### config.mk
export PLATFORM = sky130hd
export DESIGN_NAME = mbps_row_update
export DESIGN_NICKNAME = d
export VERILOG_FILES = /design/src/rtl/masked_byte_pattern_search_defines.svh /design/src/rtl/mbps_pkg.sv /design/src/rtl/mbps_row_update.sv
export SDC_FILE = /design/constraint.sdc
export NUM_CORES = 1
export LEC_CHECK = 0
export BUFFER_PORTS_ARGS = -buffer_cell sky130_fd_sc_hd__buf_2
export CAP_MARGIN = 5
export CORE_MARGIN = 1
export CORE_UTILIZATION = 39
export DETAILED_ROUTE_END_ITERATION = 12
export PLACE_DENSITY = 0.91
export SETUP_SLACK_MARGIN = 0.05
export SYNTH_ARGS = -nofsm -noshare
export SYNTH_HDL_FRONTEND = slang
export SYNTH_SLANG_ARGS = --single-unit
### constraint.sdc
create_clock -name vclk -period 1.39
set_input_delay 0 -clock vclk [all_inputs]
set_output_delay 0 -clock vclk [all_outputs]
set_load 0.05 [all_outputs]
### src/rtl/masked_byte_pattern_search_defines.svh
// assertion macros for the masked byte pattern search block
`ifndef MASKED_BYTE_PATTERN_SEARCH_DEFINES_SVH
`define MASKED_BYTE_PATTERN_SEARCH_DEFINES_SVH

// same-cycle implication, checked out of reset
`define MBPS_ASSERT_NOW(lbl, ante, cons, msg) \
    lbl: assert property (@(posedge i_clk) disable iff (!i_rst_n) (ante) |-> (cons)) \
        else $error(msg);

// next-cycle implication, checked out of reset
`define MBPS_ASSERT_NEXT(lbl, ante, cons, msg) \
    lbl: assert property (@(posedge i_clk) disable iff (!i_rst_n) (ante) |=> (cons)) \
        else $error(msg);

`endif

### src/rtl/mbps_pkg.sv
// shared types and constants of the masked byte pattern search block
package mbps_pkg;

    // pattern positions held side by side in one memory row
    localparam int LANES  = 8;
    localparam int LANE_W = 3;

    localparam int MAX_PATTERN_DEF = 512;

    localparam int LEN_W    = 10;
    localparam int POS_W    = 9;
    localparam int BYTE_W   = 8;
    localparam int CNT_W    = 2;
    localparam int OFFS_W   = 32;
    localparam int S_DATA_W = 32;
    localparam int M_DATA_W = 40;

    // item kinds carried in tuser
    localparam logic REQ_LOAD = 1'b0;
    localparam logic REQ_DATA = 1'b1;

    // saturation point of the match count
    localparam logic [CNT_W-1:0] CNT_SAT = 2'd2;

    typedef struct packed {
        logic              care;
        logic [BYTE_W-1:0] pbyte;
    } t_lane_ent;

endpackage

### src/rtl/mbps_row_update.sv
// shift-and update of one memory row of partial-match bits
module mbps_row_update (
    input  logic [mbps_pkg::BYTE_W-1:0]               i_byte,
    input  mbps_pkg::t_lane_ent [mbps_pkg::LANES-1:0] i_pat,
    input  logic [mbps_pkg::LANES-1:0]                i_pm_old,
    input  logic                                      i_carry,
    input  logic                                      i_tgt_en,
    input  logic [mbps_pkg::LANE_W-1:0]               i_tgt_lane,
    output logic [mbps_pkg::LANES-1:0]                o_pm_new,
    output logic                                      o_hit
);
    import mbps_pkg::*;

    logic [LANES-1:0] lane_ok;
    logic [LANES-1:0] prev_bit;

    always_comb begin
        for (int l = 0; l < LANES; l++) begin
            lane_ok[l] = !i_pat[l].care || (i_pat[l].pbyte == i_byte);
        end
        prev_bit = {i_pm_old[LANES-2:0], i_carry};
        o_pm_new = prev_bit & lane_ok;
    end

    assign o_hit = i_tgt_en && o_pm_new[i_tgt_lane];

endmodule

==> results of run 1 <==
## cells in the final DEF (no fill, tap or decap)
| master | n |
|---|---|
| o2111ai_2 | 1 |
| and2_1 | 5 |
| and4_1 | 1 |
| nand3_1 | 4 |
| inv_1 | 5 |
| xnor2_1 | 48 |
| o21ai_2 | 1 |
| o21ai_1 | 7 |
| nand2_1 | 3 |
| buf_2 | 92 |
| buf_4 | 8 |
| o2111ai_1 | 2 |
| xnor2_2 | 16 |
| o21ai_0 | 1 |
| buf_6 | 1 |
| nand4_1 | 17 |
| nand4b_1 | 1 |
## cells by family (layout without fill, tap and decap cells)
kind of cell	after synthesis	count (layout)	synth area share
compound gates	12	12	0.0760
simple gates	31	31	0.199
xor+xnor	64	64	0.605
buf+inv	14	106	0.120
## power by group
part,switching (mW),internal [mW],leakage [nW]
Combinational,0.267,0.285,0.723
Clock,0,0,0
Sequential,0,0,0
Total,0.267,0.285,0.723
## area by class of cell
| type | count | area share |
|---|---|---|
| inverter | 5 | 0.0122 |
| timing repair buffer | 101 | 0.347 |
| multi-input combinational | 107 | 0.618 |
| tap | 28 | 0.0228 |
## routing by layer
metal  routed length (µm)  vias to the layer above  GRT usage
met4                   99                        0     0.0139
met3                  318                       10     0.0357
met5                    0                        -          0
met2                 1840                       79      0.454
met1                 1150                      537      0.251
li1                     -                      595          -
## how the worst max path moves through the flow
| stage | startpoint | to |
|---|---|---|
| detailed placement | i_byte[6] | o_hit |
| finish | i_byte[4] | o_hit |
| global route | i_byte[4] | o_hit |
| floorplan | i_byte[1] | o_hit |
| CTS | i_byte[0] | o_hit |
| global placement | i_byte[4] | o_hit |
## what timing repair did
action | CTS | global route
gates cloned | 0 | 0
endpoints found under the setup margin | 1 | 1
resized for setup | 7 | 22
pin swaps | 0 | 4
hold buffers | 0 | 0
==> results.yml, run 1 <==
routing:
  vias: 1221
  drt-pass1-iter-count: 4
  drt_iter0_drc: 3
  remaining_drc_errors: 0
  post_drt_wl_per_cell_um: 14.2
  ant_nets: 0
  routed_wl_mm: 3.41
  vias_per_cell: 5.07
critical_path:
  worst-path-stages: 8
  crit_buf_inv: 2
  critPathSlowestCell: "xnor2_1"
  worst_setup_path_end_kind: "primary output"
  critPathRequiredTime_ns: 1.39
  path_class: "input port to primary output"
  max_stage_delay_ns: 0.27
  crit_arrival_ns: 1.48
  crit_family: "simple AND/OR/NAND/NOR gates"
  path_cells: "buf_4 > xnor2_1 > nand4_1 > o21ai_1 > nand2_1 > o2111ai_1 > and4_1 > buf_6"
  crit_fanout: 8
  startpoint_type: "input port"
final_layout:
  stdcell_count: 241
  regArea_um2: 0
  fin_area_um2: 1530
  nFillCells: 190
  nClkBuffers: 0
  fin_util: 0.687
  area_growth_pct: 63.5
  n_sequential_cell: 0
  drive_gt1_frac: 0.559
  diodes: 0
  multi_input_area_um2: 948
  fin_nets: 308
timing:
  worst_pin_slew_ns: 0.257
  fin_ws_ns: -0.0889
  finalSetupViolations: 1
  holdWs_ns: 0.419
  slew_headroom: 0.828
  finalSetupTns_ns: -0.0889
  fmax_mhz: 676
  maxSlewViolCount: 0
  min_period_ns: 1.48
  finalCritPeriodShare: 1.06
  finalHoldViolations: 0
synthesis:
  yosys_warnings: 0
  postSynthAreaPerCell_um2: 7.76
  synth.most_common_cell: "xnor2_1"
  synth.top_cell.area_share: 0.588
  synth_common_cells: "xnor2_1, nand4_1, buf_6, o21ai_1"
  synthTopCellsByArea: "xnor2_1, nand4_1, buf_6"
  synthCells: 121
  seq_area_frac_synth: 0
  netlist.top_cell.by_area: "xnor2_1"
  synth.distinct_cells: 14
  netlist_area_um2: 938
  synth_nets: 214
place:
  place.gp.congestion: 0.864
  place_worst_setup_slack_ns: -0.0348
  post_dp_cell_area_um2: 1390
  dp_cells: 241
  port_buffers: 101
global_route:
  grt_pass1_vias: 1112
  grt_usage: 0.225
  grt_overflow: 0
  grt_max_degree: 9
  antenna_found_initial: 0
  grt_pass1_wl_mm: 4.56
floorplanning:
  die_height_um: 51.1
  die_width_um: 51.1
  dieArea_um2: 2610
  core_area_um2: 2230
  placement_rows: 17
  pin_count: 102
  initial_core_util: 0.420
min_path:
  hold_class: "input port to primary output"
  hold_end: "o_pm_new[1]"
  hold_depth: 4
  min_from: "i_pm_old[0]"
outcome:
  violations: "setup timing"
  status: "finished, violations left"
clocking:
  cts_setup_buffers: 0
run:
  drv_cap: 0
power:
  design_power_total_mw: 0.552
  pwr_density_cell_nw_per_um2: 360
  leakage_nw: 0.723
  peakVddDrop_v: 0.000288
(Power assumes the default switching activity.)
==> run 2, diff against run 1 <==
--- a/config.mk
+++ b/config.mk
@@ -5,10 +5,11 @@
 export SDC_FILE = /design/constraint.sdc
 export NUM_CORES = 1
 export LEC_CHECK = 0
+export ABC_AREA = 1
 export BUFFER_PORTS_ARGS = -buffer_cell sky130_fd_sc_hd__buf_2
 export CAP_MARGIN = 5
 export CORE_MARGIN = 1
-export CORE_UTILIZATION = 39
+export CORE_UTILIZATION = 43
 export DETAILED_ROUTE_END_ITERATION = 12
 export PLACE_DENSITY = 0.91
 export SETUP_SLACK_MARGIN = 0.05
==> results.yml, run 2 <==
outcome:
  status: "finished clean"
timing:
  min_period_ns: 1.20
  rsz0062_at_grt: "no"
  slew_headroom: 0.827
  fmax_mhz: 835
  finalHoldViolations: 0
  maxSlewViolCount: 0
  finalCritPeriodShare: 0.862
  holdWs_ns: 0.338
  finalSetupTns_ns: 0
  fin_ws_ns: 0.192
  worst_pin_slew_ns: 0.261
  finalSetupViolations: 0
power:
  peakVddDrop_v: 0.000262
  leakage_nw: 1.02
  pwr_density_cell_nw_per_um2: 334
synthesis:
  netlist_area_um2: 1140
  synth_nets: 302
  postSynthAreaPerCell_um2: 5.48
  synth.most_common_cell: "nand2_1"
  synth_common_cells: "nand2_1, xnor2_1, inv_1"
  synthTopCellsByArea: "xnor2_1, nand2_1, buf_6"
  synth.distinct_cells: 12
  synthCells: 209
  seq_area_frac_synth: 0
  netlist.top_cell.by_area: "xnor2_1"
  yosys_warnings: 0
  synth.top_cell.area_share: 0.360
min_path:
  hold_class: "input port to primary output"
final_layout:
  diodes: 0
  area_growth_pct: 56.5
  n_sequential_cell: 0
  drive_gt1_frac: 0.419
  layout_commonest_cell: "buf_2"
  nClkBuffers: 0
  regArea_um2: 0
  fin_nets: 398
  fin_util: 0.717
  layout_common_cells: "buf_2, nand2_1, xnor2_1"
global_route:
  grt_pass1_vias: 1224
  grt_overflow: 0
  grt_pass1_wl_mm: 4.56
  grt_usage: 0.211
  grt_max_degree: 10
  antenna_found_initial: 0
critical_path:
  path_class: "input port to primary output"
  startpoint_type: "input port"
  critPathRequiredTime_ns: 1.39
  worst_setup_path_end_kind: "primary output"
  crit_arrival_ns: 1.20
  crit_fanout: 9
floorplanning:
  dieArea_um2: 2870
  pin_count: 102
  placement_rows: 18
  die_width_um: 53.6
  core_area_um2: 2500
  initial_core_util: 0.458
  die_height_um: 53.6
routing:
  ant_nets: 0
  vias_per_cell: 4.61
  post_drt_wl_per_cell_um: 10.4
  drt-pass1-iter-count: 4
  remaining_drc_errors: 0
  routed_wl_mm: 3.48
  drt_iter0_drc: 9
  vias: 1534
place:
  port_buffers: 101
  place.gp.congestion: 0.747
  dp_hpwl_mm: 2.82
  place_worst_setup_slack_ns: 0.0337
run:
  drv_cap: 0
clocking:
  holdBufCountCts: 0
run 2: changes by cell type after synthesis, moves of 11 or more:
cell and delta:
nand4_1 -13, xnor2_1 -16, nor2_1 +17, nand3_1 +11
inv_1 +17, nand2_1 +79
run 2: metal layers:
metal  up-vias  GRT usage  part of all wire
li1        821          -                 -
met1       657      0.230              0.40
met2        54      0.442              0.54
met3         2     0.0113             0.051
met4         0     0.0263            0.0066
met5         -          0                 0
run 2: layout make-up:
cell class / count / area, µm²
well taps: 30 / 37.5
multi-input cells: 176 / 1090
fillers: 230 / 708
inverters: 25 / 93.8
repair buffers: 102 / 569
run 2: logic make-up after synthesis:
kind of cell,synth area share
compound gates,0.0568
xor+xnor,0.360
buf+inv,0.161
simple gates,0.423
run 2: what timing repair did:
action | in CTS | in global routing
pin swaps | 0 | 9
gates resized for setup | 1 | 46
buffers inserted | 0 | 1
cloned | 0 | 0
endpoints found under the setup margin | 1 | 1
run 2: final timing paths:
check,cells after the start,startpoint,end
setup / recovery,13,i_byte[5],o_hit
hold / removal,4,i_tgt_en,o_hit
run 2: worst max-delay path, stage by stage:
cell and delay (ns):
buf_4 0.18, xnor2_2 0.13, nand2_1 0.08, nor2_1 0.10
nand2_1 0.07, nand2_1 0.06, nand3_1 0.07, nand3_1 0.09
nand2_1 0.06, nand2_1 0.05, nand2_1 0.05, nor2_2 0.09
buf_6 0.16
run 2: report_power, final:
part / switching, mW / leakage [nW] / total (mW) / internal (mW)
Clock: 0 / 0 / 0 / 0
Combinational: 0.300 / 1.02 / 0.598 / 0.298
Sequential: 0 / 0 / 0 / 0
run 2: metrics by stage:
| stage | instance area, µm² | power (mW) | cells |
|---|---|---|---|
| finish | 1790 | 0.598 | 333 |
| global route | 1790 | 0.654 | 333 |
| CTS | 1600 | 0.528 | 332 |
| detailed placement | 1600 | 0.525 | 332 |
| global placement | 1600 | 0.516 | 332 |
| floorplan | 1150 | 0.348 | 209 |
